`config.mk`:
```
export PLATFORM = sky130hd
export DESIGN_NAME = rate_half_trellis_codec
export DESIGN_NICKNAME = d
export VERILOG_FILES = /design/src/hw/rtl/rthc_pkg.sv /design/src/hw/rtl/rthc_engine.sv /design/src/hw/rtl/rthc_outq.sv /design/src/hw/rtl/rate_half_trellis_codec.sv
export VERILOG_INCLUDE_DIRS = /design/src /design/src/hw/rtl
export SDC_FILE = /design/constraint.sdc
export NUM_CORES = 1
export LEC_CHECK = 0
export BUFFER_PORTS_ARGS = -buffer_cell sky130_fd_sc_hd__buf_2
export CAP_MARGIN = 20
export CELL_PAD_IN_SITES_DETAIL_PLACEMENT = 2
export CELL_PAD_IN_SITES_GLOBAL_PLACEMENT = 2
export CORE_MARGIN = 4
export CORE_UTILIZATION = 40
export CTS_CLUSTER_SIZE = 10
export DETAILED_ROUTE_END_ITERATION = 12
export MAX_ROUTING_LAYER = met4
export PLACE_DENSITY = 0.81
export SYNTH_ARGS = -nofsm -noshare
export SYNTH_HDL_FRONTEND = slang
export SYNTH_HIERARCHICAL = 1
export SYNTH_SLANG_ARGS = --single-unit
export TNS_END_PERCENT = 50
```
`constraint.sdc`:
```
create_clock -name clk -period 13.7 [get_ports clk]
set_clock_uncertainty 0.2 [all_clocks]
set_input_delay 0.685 -clock clk [delete_from_list [all_inputs] [get_ports clk]]
set_output_delay 0.685 -clock clk [all_outputs]
set_load 0.05 [all_outputs]
```
`src/hw/rtl/rate_half_trellis_codec_defines.svh`:
```
// Assertion macros shared by the rate one-half trellis codec RTL.
`ifndef RATE_HALF_TRELLIS_CODEC_DEFINES_SVH
`define RATE_HALF_TRELLIS_CODEC_DEFINES_SVH

`ifndef SYNTH
`define RTHC_ASSERT_IMPL(lbl, cond, prop) \
  lbl: assert property (@(posedge clk) disable iff (!rst_n) (cond) |-> (prop)) \
    else $error("rthc assertion failed");
`define RTHC_ASSERT_NEXT(lbl, cond, prop) \
  lbl: assert property (@(posedge clk) disable iff (!rst_n) (cond) |=> (prop)) \
    else $error("rthc assertion failed");
`else
`define RTHC_ASSERT_IMPL(lbl, cond, prop)
`define RTHC_ASSERT_NEXT(lbl, cond, prop)
`endif

`endif

```
`src/hw/rtl/rthc_pkg.sv`:
```
// Types, trellis word table and helpers for the rate one-half trellis codec.
`default_nettype none
package rthc_pkg;

  localparam logic DIR_ENCODE = 1'b0;
  localparam logic DIR_DECODE = 1'b1;

  typedef struct packed {
    logic [3:0] symbol;
    logic       frame_last;
  } in_t;

  typedef struct packed {
    logic [3:0] out_value;
    logic       error;
    logic [7:0] error_position;
    logic       out_last;
  } out_t;

  typedef struct packed {
    logic [1:0] count;
    out_t       res_a;
    out_t       res_b;
  } push_t;

  function automatic logic [3:0] trellis_word(input logic [1:0] st, input logic [1:0] d);
    logic [3:0] w;
    begin
      w = 4'h0;
      case ({st, d})
        4'h0: w = 4'h2;
        4'h1: w = 4'hc;
        4'h2: w = 4'h1;
        4'h3: w = 4'hf;
        4'h4: w = 4'he;
        4'h5: w = 4'h0;
        4'h6: w = 4'hd;
        4'h7: w = 4'h3;
        4'h8: w = 4'h9;
        4'h9: w = 4'h7;
        4'ha: w = 4'ha;
        4'hb: w = 4'h4;
        4'hc: w = 4'h5;
        4'hd: w = 4'hb;
        4'he: w = 4'h6;
        default: w = 4'h8;
      endcase
      return w;
    end
  endfunction

  function automatic logic [2:0] ones4(input logic [3:0] v);
    return {2'b00, v[0]} + {2'b00, v[1]} + {2'b00, v[2]} + {2'b00, v[3]};
  endfunction

endpackage
`default_nettype wire

```
`src/hw/rtl/rthc_engine.sv`:
```
// Input register, frame state and combinational encode/decode step.
`default_nettype none
module rthc_engine #(
  parameter int MAX_FRAME_SYMBOLS = 256
) (
  input  wire logic          clk,
  input  wire logic          rst_n,
  input  wire logic          cfg_wr_en,
  input  wire logic          cfg_wr_data,
  input  wire logic          in_valid,
  output logic               in_ready,
  input  wire rthc_pkg::in_t in_data,
  input  wire logic          q_space,
  output rthc_pkg::push_t    push
);

  localparam int unsigned IDX_LIMIT_I =
    ((MAX_FRAME_SYMBOLS - 1) > 255) ? 255 : (MAX_FRAME_SYMBOLS - 1);
  localparam logic [7:0] IDX_LIMIT = 8'(IDX_LIMIT_I);

  logic          in_vld_r;
  rthc_pkg::in_t in_buf_r;
  logic          dir_r;
  logic [1:0]    ts_r, ts_nxt;
  logic [7:0]    idx_r, idx_nxt;
  logic          el_r, el_nxt;
  logic [7:0]    ei_r, ei_nxt;
  logic          take;
  logic [7:0]    idx_adv;
  logic [1:0]    best;
  logic [2:0]    bestd;
  logic [2:0]    ties;

  assign take     = in_vld_r && q_space;
  assign in_ready = !in_vld_r || q_space;
  assign idx_adv  = (idx_r < IDX_LIMIT) ? idx_r + 8'd1 : idx_r;

  always_comb begin
    logic [2:0] ham;
    best  = 2'd0;
    bestd = 3'd5;
    ties  = 3'd0;
    for (int j = 0; j < 4; j++) begin
      ham = rthc_pkg::ones4(in_buf_r.symbol ^ rthc_pkg::trellis_word(ts_r, 2'(j)));
      if (ham < bestd) begin
        bestd = ham;
        best  = 2'(j);
        ties  = 3'd1;
      end else if (ham == bestd) begin
        ties = ties + 3'd1;
      end
    end
  end

  always_comb begin
    logic [1:0] d;
    d       = in_buf_r.symbol[1:0];
    ts_nxt  = ts_r;
    idx_nxt = idx_r;
    el_nxt  = el_r;
    ei_nxt  = ei_r;
    push    = '0;
    if (take) begin
      if (dir_r == rthc_pkg::DIR_ENCODE) begin
        push.res_a.out_value = rthc_pkg::trellis_word(ts_r, d);
        if (in_buf_r.frame_last) begin
          push.count                = 2'd2;
          push.res_b.out_value      = rthc_pkg::trellis_word(d, 2'd0);
          push.res_b.out_last       = 1'b1;
          ts_nxt                    = 2'd0;
          idx_nxt                   = 8'd0;
          el_nxt                    = 1'b0;
          ei_nxt                    = 8'd0;
        end else begin
          push.count = 2'd1;
          ts_nxt     = d;
          idx_nxt    = idx_adv;
        end
      end else if (in_buf_r.frame_last) begin
        push.count                = 2'd1;
        push.res_a.error          = el_r;
        push.res_a.error_position = el_r ? ei_r : 8'd0;
        push.res_a.out_last       = 1'b1;
        ts_nxt                    = 2'd0;
        idx_nxt                   = 8'd0;
        el_nxt                    = 1'b0;
        ei_nxt                    = 8'd0;
      end else if (el_r) begin
        idx_nxt = idx_adv;
      end else if (ties != 3'd1) begin
        el_nxt  = 1'b1;
        ei_nxt  = idx_r;
        idx_nxt = idx_adv;
      end else begin
        push.count           = 2'd1;
        push.res_a.out_value = {2'b00, best};
        ts_nxt               = best;
        idx_nxt              = idx_adv;
      end
    end
    if (cfg_wr_en) begin
      ts_nxt  = 2'd0;
      idx_nxt = 8'd0;
      el_nxt  = 1'b0;
      ei_nxt  = 8'd0;
    end
  end

  always_ff @(posedge clk) begin
    if (!rst_n) begin
      in_vld_r <= 1'b0;
      dir_r    <= rthc_pkg::DIR_ENCODE;
      ts_r     <= 2'd0;
      idx_r    <= 8'd0;
      el_r     <= 1'b0;
      ei_r     <= 8'd0;
    end else begin
      if (in_valid && in_ready) begin
        in_vld_r <= 1'b1;
      end else if (take) begin
        in_vld_r <= 1'b0;
      end
      if (cfg_wr_en) begin
        dir_r <= cfg_wr_data;
      end
      ts_r  <= ts_nxt;
      idx_r <= idx_nxt;
      el_r  <= el_nxt;
      ei_r  <= ei_nxt;
    end
  end

  always_ff @(posedge clk) begin
    if (in_valid && in_ready) begin
      in_buf_r <= in_data;
    end
  end

endmodule
`default_nettype wire

```
`src/hw/rtl/rthc_outq.sv`:
```
// Four-entry result queue that takes up to two results per cycle.
`default_nettype none
module rthc_outq (
  input  wire logic            clk,
  input  wire logic            rst_n,
  input  wire rthc_pkg::push_t push,
  output logic                 q_space,
  output logic                 out_valid,
  input  wire logic            out_ready,
  output rthc_pkg::out_t       out_data
);

  localparam int DEPTH = 4;

  rthc_pkg::out_t mem_r [DEPTH];
  logic [1:0]     wr_ptr_r, wr_ptr_nxt;
  logic [1:0]     rd_ptr_r, rd_ptr_nxt;
  logic [2:0]     count_r, count_nxt;
  logic           pop;

  assign out_valid  = count_r != 3'd0;
  assign out_data   = mem_r[rd_ptr_r];
  assign pop        = out_valid && out_ready;
  assign q_space    = count_r <= 3'(DEPTH - 2);
  assign wr_ptr_nxt = wr_ptr_r + push.count;
  assign rd_ptr_nxt = rd_ptr_r + {1'b0, pop};
  assign count_nxt  = count_r + {1'b0, push.count} - {2'b00, pop};

  always_ff @(posedge clk) begin
    if (!rst_n) begin
      wr_ptr_r <= 2'd0;
      rd_ptr_r <= 2'd0;
      count_r  <= 3'd0;
    end else begin
      wr_ptr_r <= wr_ptr_nxt;
      rd_ptr_r <= rd_ptr_nxt;
      count_r  <= count_nxt;
    end
  end

  always_ff @(posedge clk) begin
    if (push.count != 2'd0) begin
      mem_r[wr_ptr_r] <= push.res_a;
    end
    if (push.count == 2'd2) begin
      mem_r[wr_ptr_r + 2'd1] <= push.res_b;
    end
  end

endmodule
`default_nettype wire

```
`src/hw/rtl/rate_half_trellis_codec.sv`:
```
// An accepted request waits in the engine input register until the output queue has room.
// Throughput: one request per cycle while the output queue has room; an encode frame end adds a second result.
// The single output port, one result per cycle, bounds the sustained rate.
// Reset (synchronous, rst_n low) empties both stages, sets encode and clears frame state.
`default_nettype none
`include "rate_half_trellis_codec_defines.svh"
module rate_half_trellis_codec #(
  parameter int MAX_FRAME_SYMBOLS = 256
) (
  input  wire logic           clk,
  input  wire logic           rst_n,
  input  wire logic           cfg_wr_en,
  input  wire logic           cfg_wr_data,
  input  wire logic           in_valid,
  output logic                in_ready,
  input  wire rthc_pkg::in_t  in_data,
  output logic                out_valid,
  input  wire logic           out_ready,
  output rthc_pkg::out_t      out_data
);

  rthc_pkg::push_t push;
  logic            q_space;

  rthc_engine #(
    .MAX_FRAME_SYMBOLS(MAX_FRAME_SYMBOLS)
  ) u_engine (
    .clk         (clk),
    .rst_n       (rst_n),
    .cfg_wr_en   (cfg_wr_en),
    .cfg_wr_data (cfg_wr_data),
    .in_valid    (in_valid),
    .in_ready    (in_ready),
    .in_data     (in_data),
    .q_space     (q_space),
    .push        (push)
  );

  rthc_outq u_outq (
    .clk       (clk),
    .rst_n     (rst_n),
    .push      (push),
    .q_space   (q_space),
    .out_valid (out_valid),
    .out_ready (out_ready),
    .out_data  (out_data)
  );

  `RTHC_ASSERT_IMPL(a_push_room, push.count != 2'd0, q_space)
  `RTHC_ASSERT_IMPL(a_pair_order, push.count == 2'd2, push.res_b.out_last && !push.res_a.out_last)
  `RTHC_ASSERT_IMPL(a_err_on_end, push.count != 2'd0 && push.res_a.error, push.res_a.out_last)
  `RTHC_ASSERT_NEXT(a_pair_fills, push.count == 2'd2 && !out_valid, out_valid)

endmodule
`default_nettype wire
```
==> flow_metrics.tcl, run 1 <==
set metrics [dict create \
    insertion_delay_ns 0.34 \
    cts_setup_buffers 0 \
    avgSynthCellArea_um2 12.5 \
    peakVddDrop_mv 0.189 \
    max-cap-violations 0 \
    drtIter0Drc 219 \
    die_area_um2 16400 \
    synth_cell_type_count 74 \
    n_fill_cell 1405 \
    worstMarginPinSlew_ns 1.10 \
    cts_tree "done" \
    area_delta_synth_final_pct 8.86 \
    leakagePower_nw 2.48 \
    final_nets 532 \
    total_power_w 0.00163 \
    fmax_mhz 120 \
    power.density_nw_per_um2 260 \
    max_slew_margin 0.264 \
    path_class "register to register" \
    grt_pass1_vias 4137 \
    hold_buffers 0 \
    track_usage 0.205 \
    finalSetupViolCount 0 \
    ys.flop_type "edfxtp_1" \
    final_area_um2 6270 \
    drcViolationCount 0 \
    rsz0062_at_grt "false" \
    avgViaCountPerCell 5.54 \
    final_common_cell "edfxtp_1" \
    dr_total_vias 3691 \
    post_dp_cell_area_um2 5960 \
    wl_per_cell_um 23.6 \
    dp_slack_ns 5.47 \
    pin_count 27 \
    postRouteAntennaNets 0 \
    crit_arrival_ns 8.25 \
    grt_max_degree 19 \
    fp.coreArea_um2 14000 \
    die_h_um 128 \
    io_buffers 26 \
    grt_pass1_wl_um 24800 \
    rows 43 \
    overflow 0 \
    syn_area_um2 5760 \
    path_buf_inv 3 \
    status "finished clean" \
    multi_input_area_um2 3010 \
    diodes 0 \
    crit_fanout 9 \
    fin_tns_setup_ns 0 \
    async_reset_ff_frac 0 \
    hold_class "register to register" \
    place_congestion 0.776 \
    initial_core_util 0.412 \
    cts_resized 0 \
    hold_ws_ns 0.278 \
    firstDrtPassIters 4 \
    h-tree-depth 3 \
    clock-sinks 89 \
    cts_buffer_depth 2 \
    die_w_um 128 \
    clk_pin_slew_worst_paths_ns 0.07 \
    most-common-layout-cells "61 x edfxtp_1, 40 x inv_1, 38 x mux2_2" \
    yosys_warnings 6 \
    finalCriticalPeriod_ns 8.36 \
    cts-root-buf "clkbuf_16" \
    numCtsBuffers 9 \
    worst-r2r-setup-slack_ns 5.34 \
    ys_seq_area_frac 0.415 \
    slowest_stage "nor4b_4" \
    cp_data_required_time_ns 13.59 \
    drive_above_1_share 0.298 \
    synthCells 459 \
    final-hold-violation-count 0 \
    seq_area_um2 2390 \
    wl_um 15700 \
    yosys_register_bits 89 \
    fin_crit_sh 0.610 \
    cp_slowest_stage_delay_ns 0.69 \
    drv_slew 0 \
    cp_common_cell "ha_1" \
    worst_slack_ns 5.34 \
    critPathTopFamily "compound AO/OA/AOI/OAI gates" \
    critPathLaunchType "register" \
    hpwl_um 10600 \
    antenna_found_initial 0 \
    end_kind "register" \
    synth-edff-count 61 \
]
-- kinds of logic after synthesis --
family	after synthesis	synth area share
AOI/OAI and AO/OA	53	0.0815
xor gates and xnor gates	20	0.0365
adders and majority gates	40	0.0908
buffers and inverters	70	0.0684
DFF	89	0.415
muxes	82	0.199
other	1	0.000651
and+or+nand+nor	104	0.108
-- per-layer routing --
metal / up-vias / global-route usage / wire length (µm)
met5: - / - / 0
met4: 0 / 0.0624 / 346
met3: 18 / 0.0275 / 425
met2: 75 / 0.370 / 8550
met1: 1904 / 0.237 / 6370
li1: 1694 / - / -
-- worst reg2reg max path: cells and delay by family, from the launching register on --
kind	cells	cell delay, ns
compound gates	8	1.98
xor+xnor	1	0.19
fa+ha+maj	7	1.90
buf+inv	3	0.49
flops	1	0.52
mux	3	1.11
simple gates	6	1.70
-- Yosys cell counts, drive strengths merged, types with 2 or more instances --
master | instances | share of area
a211oi | 2 | 0.0070
a21o | 2 | 0.0028
a21oi | 11 | 0.016
a311oi | 2 | 0.0030
and2 | 7 | 0.0076
and3 | 11 | 0.012
and3b | 2 | 0.0033
buf | 23 | 0.035
clkbuf | 7 | 0.0070
dfxtp | 28 | 0.097
edfxtp | 61 | 0.32
fa | 3 | 0.010
ha | 37 | 0.080
inv | 40 | 0.026
mux2 | 58 | 0.13
mux2i | 10 | 0.017
mux4 | 14 | 0.055
nand2 | 17 | 0.012
nand2b | 8 | 0.0087
nand3 | 2 | 0.0017
nand4 | 4 | 0.0043
nor2 | 28 | 0.019
nor2b | 8 | 0.010
nor3 | 3 | 0.0026
nor4bb | 2 | 0.0061
o21ai | 8 | 0.0076
o21bai | 3 | 0.0039
o31ai | 4 | 0.0052
o32ai | 8 | 0.012
or3 | 2 | 0.0022
xnor2 | 13 | 0.020
xnor3 | 2 | 0.0078
xor2 | 5 | 0.0089
-- power breakdown --
part	internal [W]	switching, W	leakage (nW)
logic	0.000391	0.000616	1.53
clock network	0.000140	0.000106	0.142
registers	0.000338	0.0000369	0.815
total	0.000869	0.000758	2.48
-- sequential cells by signal, summed over array words and instances, names as in the netlist, 2 cells and up --
register / count
u_engine/in_buf_r: 5
u_outq/rd_ptr_r: 2
u_engine/ei_r: 8
u_engine/idx_r: 8
u_outq/wr_ptr_r: 2
u_outq/count_r: 3
u_engine/ts_r: 2
u_outq/mem_r: 56
-- stage by stage --
step / utilization / cells
after floorplan: - / 467
after global placement: 0.426 / 649
after detailed placement: 0.426 / 649
after CTS: 0.446 / 665
after global routing: 0.448 / 666
final: 0.448 / 666
-- layout make-up --
| class | instances | area share |
|---|---|---|
| inverters | 40 | 0.0239 |
| well taps | 180 | 0.0359 |
| clock inverters | 6 | 0.00898 |
| clock buffers | 10 | 0.0365 |
| repair buffers | 33 | 0.0323 |
| flip-flops and latches | 89 | 0.382 |
| multi-input cells | 308 | 0.481 |
-- final timing paths --
kind / startpoint / to / depth (start not counted)
worst min-delay path: u_engine/ei_r[0] / u_engine/ei_r[0] / 2
worst min register to register: u_engine/ei_r[0] / u_engine/ei_r[0] / 2
worst max-delay path: u_engine/ts_r[1] / u_outq/mem_r[1][12] / 28
worst max register to register: u_engine/ts_r[1] / u_outq/mem_r[1][12] / 28
(Power assumes the default switching activity.)
==> inputs of run 2 (changes only) <==
- CORE_UTILIZATION: 40 -> 39
- PLACE_DENSITY: 0.81 -> 0.82
- clock period: 13.7 -> 6.7 ns (I/O delays scaled with it)
==> flow_metrics.tcl, run 2 (synthesis results as in run 1) <==
set metrics [dict create \
    path_class "register to register" \
    track_usage 0.205 \
    max_slew_margin 0.408 \
    numCtsBuffers 9 \
    largest-register "u_outq/mem_r" \
    h-tree-depth 3 \
    end_kind "register" \
    rsz0062_at_grt "true" \
    io_buffers 26 \
    cts_tree "done" \
    grt_max_degree 19 \
    clock-sinks 89 \
    initial_core_util 0.398 \
    max-cap-violations 0 \
    grt_pass1_wl_um 25300 \
    critPathLaunchType "register" \
    antenna_found_initial 0 \
    insertion_delay_ns 0.35 \
    crit_arrival_ns 6.74 \
    finalCriticalPeriod_ns 6.84 \
    dr_total_vias 3985 \
    fp.coreArea_um2 14500 \
    die_h_um 130 \
    cp_slowest_stage_delay_ns 0.53 \
    die_area_um2 16800 \
    firstDrtPassIters 5 \
    drcViolationCount 0 \
    cp_common_cell "ha_4" \
    hold_class "input pin to register" \
    fin_crit_sh 1.02 \
    rows 44 \
    final-hold-violation-count 0 \
    path_buf_inv 5 \
    critPathTopFamily "adder cells" \
    slowest_stage "fa_1" \
    avgViaCountPerCell 5.56 \
    most-common-layout-cells "61 x edfxtp_1, 36 x inv_1, 33 x buf_4" \
    clk_pin_slew_worst_paths_ns 0.08 \
    final_area_um2 7030 \
    largest_reg_flops 56 \
    cts_buffer_depth 2 \
    drive_above_1_share 0.422 \
    post_dp_cell_area_um2 6200 \
    cts-root-buf "clkbuf_16" \
    pin_count 27 \
    postRouteAntennaNets 0 \
    area_delta_synth_final_pct 22.1 \
    fmax_mhz 146 \
    wl_um 19500 \
    worstMarginPinSlew_ns 0.886 \
    crit_fanout 7 \
    place_congestion 0.792 \
    top_regs "u_outq/mem_r (56), u_engine/ei_r (8), u_engine/idx_r (8)" \
    hpwl_um 11000 \
    drv_slew 0 \
    status "complete, but fails checks" \
    cp_data_required_time_ns 6.60 \
    worst_slack_ns -0.143 \
    diodes 0 \
    violations "negative setup slack" \
    final_nets 579 \
    drtIter0Drc 215 \
    n_fill_cell 1399 \
    overflow 0 \
    die_w_um 130 \
    wl_per_cell_um 27.3 \
    grt_pass1_vias 4433 \
    finalSetupViolCount 35 \
    final_common_cell "edfxtp_1" \
]
==> run 2: cell type report <==
cell class                      instances  area (µm²)  area share
Clock buffer                            9         225      0.0320
Clock inverter                          7        55.1     0.00783
Inverter                               40         158      0.0224
Multi-Input combinational cell        308        3310       0.471
Sequential cell                        89        2400       0.341
Tap cell                              184         230      0.0327
Timing Repair Buffer                   80         654      0.0930
==> run 2: per-layer routing <==
layer | track usage | share of wire | up-vias
li1 | - | - | 1806
met1 | 0.217 | 0.40 | 2072
met2 | 0.378 | 0.54 | 72
met3 | 0.0350 | 0.025 | 35
met4 | 0.0801 | 0.030 | 0
met5 | - | 0 | -
==> run 2: stage by stage <==
step / setup TNS, ns / hold slack (ns) / std cells / setup WS (ns) / util
2_1_floorplan: 0 / 0.234 / 467 / 0.0234 / -
3_3_place_gp: -0.114 / 0.263 / 671 / -0.00911 / 0.428
3_5_place_dp: -23.06 / 0.271 / 671 / -0.376 / 0.428
4_1_cts: 0 / 0.0718 / 705 / 0.0232 / 0.467
5_1_grt: -23.60 / 0.0850 / 717 / -0.355 / 0.486
6_report: -2.57 / 0.0604 / 717 / -0.143 / 0.486
==> run 2: final timing paths <==
| kind | startpoint | to | slack, ns | depth (start not counted) |
|---|---|---|---|---|
| setup / recovery | u_engine/ts_r[1] | u_outq/mem_r[1][4] | -0.14 | 29 |
| hold / removal | cfg_wr_data | u_engine/dir_r | 0.06 | 3 |
| setup reg to reg | u_engine/ts_r[1] | u_outq/mem_r[1][4] | -0.14 | 29 |
| hold reg to reg | u_engine/idx_r[7] | u_engine/idx_r[7] | 0.29 | 2 |
==> run 2: what timing repair did <==
item | in CTS | in global routing
hold buffers | 5 | 0
pin swaps | 11 | 23
buffers inserted | 13 | 11
gates cloned | 0 | 0
endpoints found under the setup margin | 114 | 115
gates resized for setup | 25 | 36
endpoints found under the hold margin | 5 | 0
==> run 2: tightest hold or removal path, cell delays in order <==
cell     delay (ns)
buf_2          0.08
mux2i_1        0.06
nor2b_1        0.10
Power of run 2 is not shown: default switching activity piles up to over one toggle a cycle in this logic, so the estimate is an artifact.
==> inputs of run 3 (changes only) <==
- ABC_AREA: default -> 1
- CORE_MARGIN: 4 -> default
- CORE_UTILIZATION: 39 -> 35
- PLACE_DENSITY: 0.82 -> 0.83
==> flow_metrics.tcl, run 3 <==
set metrics [dict create \
    status "finished clean" \
    cp_common_cell "nand2_1" \
    hpwl_um 11900 \
    finalCriticalPeriod_ns 6.46 \
    pin_count 27 \
    overflow 0 \
    grt_pass1_wl_um 26600 \
    die_area_um2 16600 \
    initial_core_util 0.365 \
    io_buffers 26 \
    total_power_w 0.00295 \
    grt_max_degree 33 \
    cts_tree "done" \
    netlist.area_leader.share 0.326 \
    fin_crit_sh 0.965 \
    antenna_found_initial 0 \
    dr_total_vias 4598 \
    avgViaCountPerCell 5.02 \
    leakagePower_nw 2.49 \
    final_nets 751 \
    fp.coreArea_um2 15400 \
    fmax_mhz 155 \
    synthCells 668 \
    synth_area_leaders "edfxtp_1 33%, dfxtp_1 10%, ha_1 8.2%" \
    cts_buffer_depth 2 \
    avgSynthCellArea_um2 8.42 \
    drtIter0Drc 149 \
    yosys-top-cells-count "118 x nand2_1, 93 x nor2_1, 80 x inv_1, 61 x edfxtp_1, 54 x o21ai_0" \
    peakVddDrop_mv 0.398 \
    top_regs "u_outq/mem_r (56), u_engine/ei_r (8), u_engine/idx_r (8)" \
    most-common-layout-cells "118 x nand2_1, 91 x nor2_1, 79 x inv_1" \
    place_congestion 0.810 \
    rows 45 \
    area_delta_synth_final_pct 14.9 \
    crit_arrival_ns 6.51 \
    synth_cell_type_count 41 \
    h-tree-depth 3 \
    power.density_nw_per_um2 457 \
    final_common_cell "nand2_1" \
    async_reset_ff_frac 0 \
    diodes 0 \
    path_class "register to register" \
    slowest_stage "fa_1" \
    hold_class "input pin to register" \
    cp_data_required_time_ns 6.74 \
    wl_per_cell_um 18.4 \
    drcViolationCount 0 \
    numCtsBuffers 9 \
    post-synth-top-count-cell "nand2_1" \
    drv_slew 0 \
    insertion_delay_ns 0.35 \
    ys_seq_area_frac 0.425 \
    worstMarginPinSlew_ns 1.01 \
    layoutNonFillerInstCount 916 \
    final-hold-violation-count 0 \
    max_slew_margin 0.327 \
    postRouteAntennaNets 0 \
    max-cap-violations 0 \
    die_w_um 129 \
    end_kind "register" \
    syn_area_um2 5620 \
    critPathLaunchType "register" \
    yosysTopAreaCell "edfxtp_1" \
    yosys_warnings 6 \
    fin_tns_setup_ns 0 \
    ys.flop_type "edfxtp_1" \
    crit_fanout 8 \
    yosys_register_bits 89 \
    wl_um 16800 \
    cp_slowest_stage_delay_ns 0.54 \
    drive_above_1_share 0.183 \
    utilization 0.419 \
    finalSetupViolCount 0 \
    largest_reg_flops 56 \
    largest-register "u_outq/mem_r" \
    die_h_um 129 \
    synth-edff-count 61 \
    firstDrtPassIters 4 \
    clock-sinks 89 \
    n_fill_cell 1734 \
    track_usage 0.216 \
    grt_pass1_vias 5023 \
    clk_pin_slew_worst_paths_ns 0.07 \
    dp.cells 890 \
    cts-root-buf "clkbuf_16" \
]
## run 3: changes by cell type in the layout (fill, tap and decap cells not counted), sizes merged, moves of 15 or more
cell / change
buf: -33
nand2: +110
o22ai: +15
mux2: -58
o21ai: +89
nor2: +68
inv: +46
nand3: +24
## run 3: layer usage
metal / wire length, µm / GRT usage
met1: 7230 / 0.242
met2: 9060 / 0.401
met3: 238 / 0.0233
met4: 318 / 0.0692
met5: 0 / -
## run 3: worst paths after layout
path | startpoint | to | slack [ns] | cells past startpoint
setup reg to reg | u_engine/ts_r[0] | u_outq/count_r[2] | 0.24 | 37
setup / recovery | u_engine/ts_r[0] | u_outq/count_r[2] | 0.24 | 37
hold reg to reg | u_engine/idx_r[7] | u_engine/idx_r[7] | 0.28 | 2
hold / removal | cfg_wr_data | u_engine/dir_r | 0.05 | 3
## run 3: cells by family (layout without fill, tap and decap cells)
kind of cell               Yosys count  count (layout)  synth area share
buffers and inverters              120             149             0.101
muxes                                1               1           0.00178
DFF                                 89              89             0.425
xor gates and xnor gates            13              13            0.0202
and+or+nand+nor                    261             261             0.208
AOI/OAI and AO/OA                  143             143             0.150
other                                1               9          0.000667
adders and majority gates           40              40            0.0930
## run 3: per-stage QoR
step                hold slack [ns]  setup slack, ns  instance area [µm²]
finish                       0.0485            0.237                 6460
global route                 0.0746           -0.115                 6460
CTS                          0.0319          0.00742                 6330
detailed placement            0.270           -0.316                 5900
global placement              0.262            0.287                 5900
floorplan                     0.228           -0.332                 5650
## run 3: area by class of cell
type	count	area, µm²	share of cell area
multi-input combinational	467	2770	0.428
sequential	89	2400	0.371
timing repair buffer	47	359	0.0556
inverter	86	323	0.0500
tap	211	264	0.0409
clock buffer	9	225	0.0349
clock inverter	7	124	0.0192
## run 3: what timing repair did
action | in CTS | in global routing
hold buffers | 5 | 0
endpoints found under the hold margin | 5 | 0
resized for setup | 8 | 23
endpoints found under the setup margin | 115 | 117
buffers inserted | 0 | 3
gates cloned | 0 | 1
pin swaps | 0 | 5
## run 3: where the power goes
group	total [W]	internal, W	switching (W)	leakage, nW
sequential	0.000690	0.000648	0.0000414	0.764
combinational	0.00166	0.000539	0.00112	1.56
clock	0.000604	0.000368	0.000236	0.167
total	0.00295	0.00156	0.00140	2.49
## run 3: critical path, delay by kind of cell, from the launching register on
family	cells	cell delay (ns)
AOI/OAI and AO/OA	3	0.35
adders and majority gates	9	2.46
buffers and inverters	5	0.61
xor gates and xnor gates	2	0.37
and+or+nand+nor	18	2.01
DFF	1	0.37
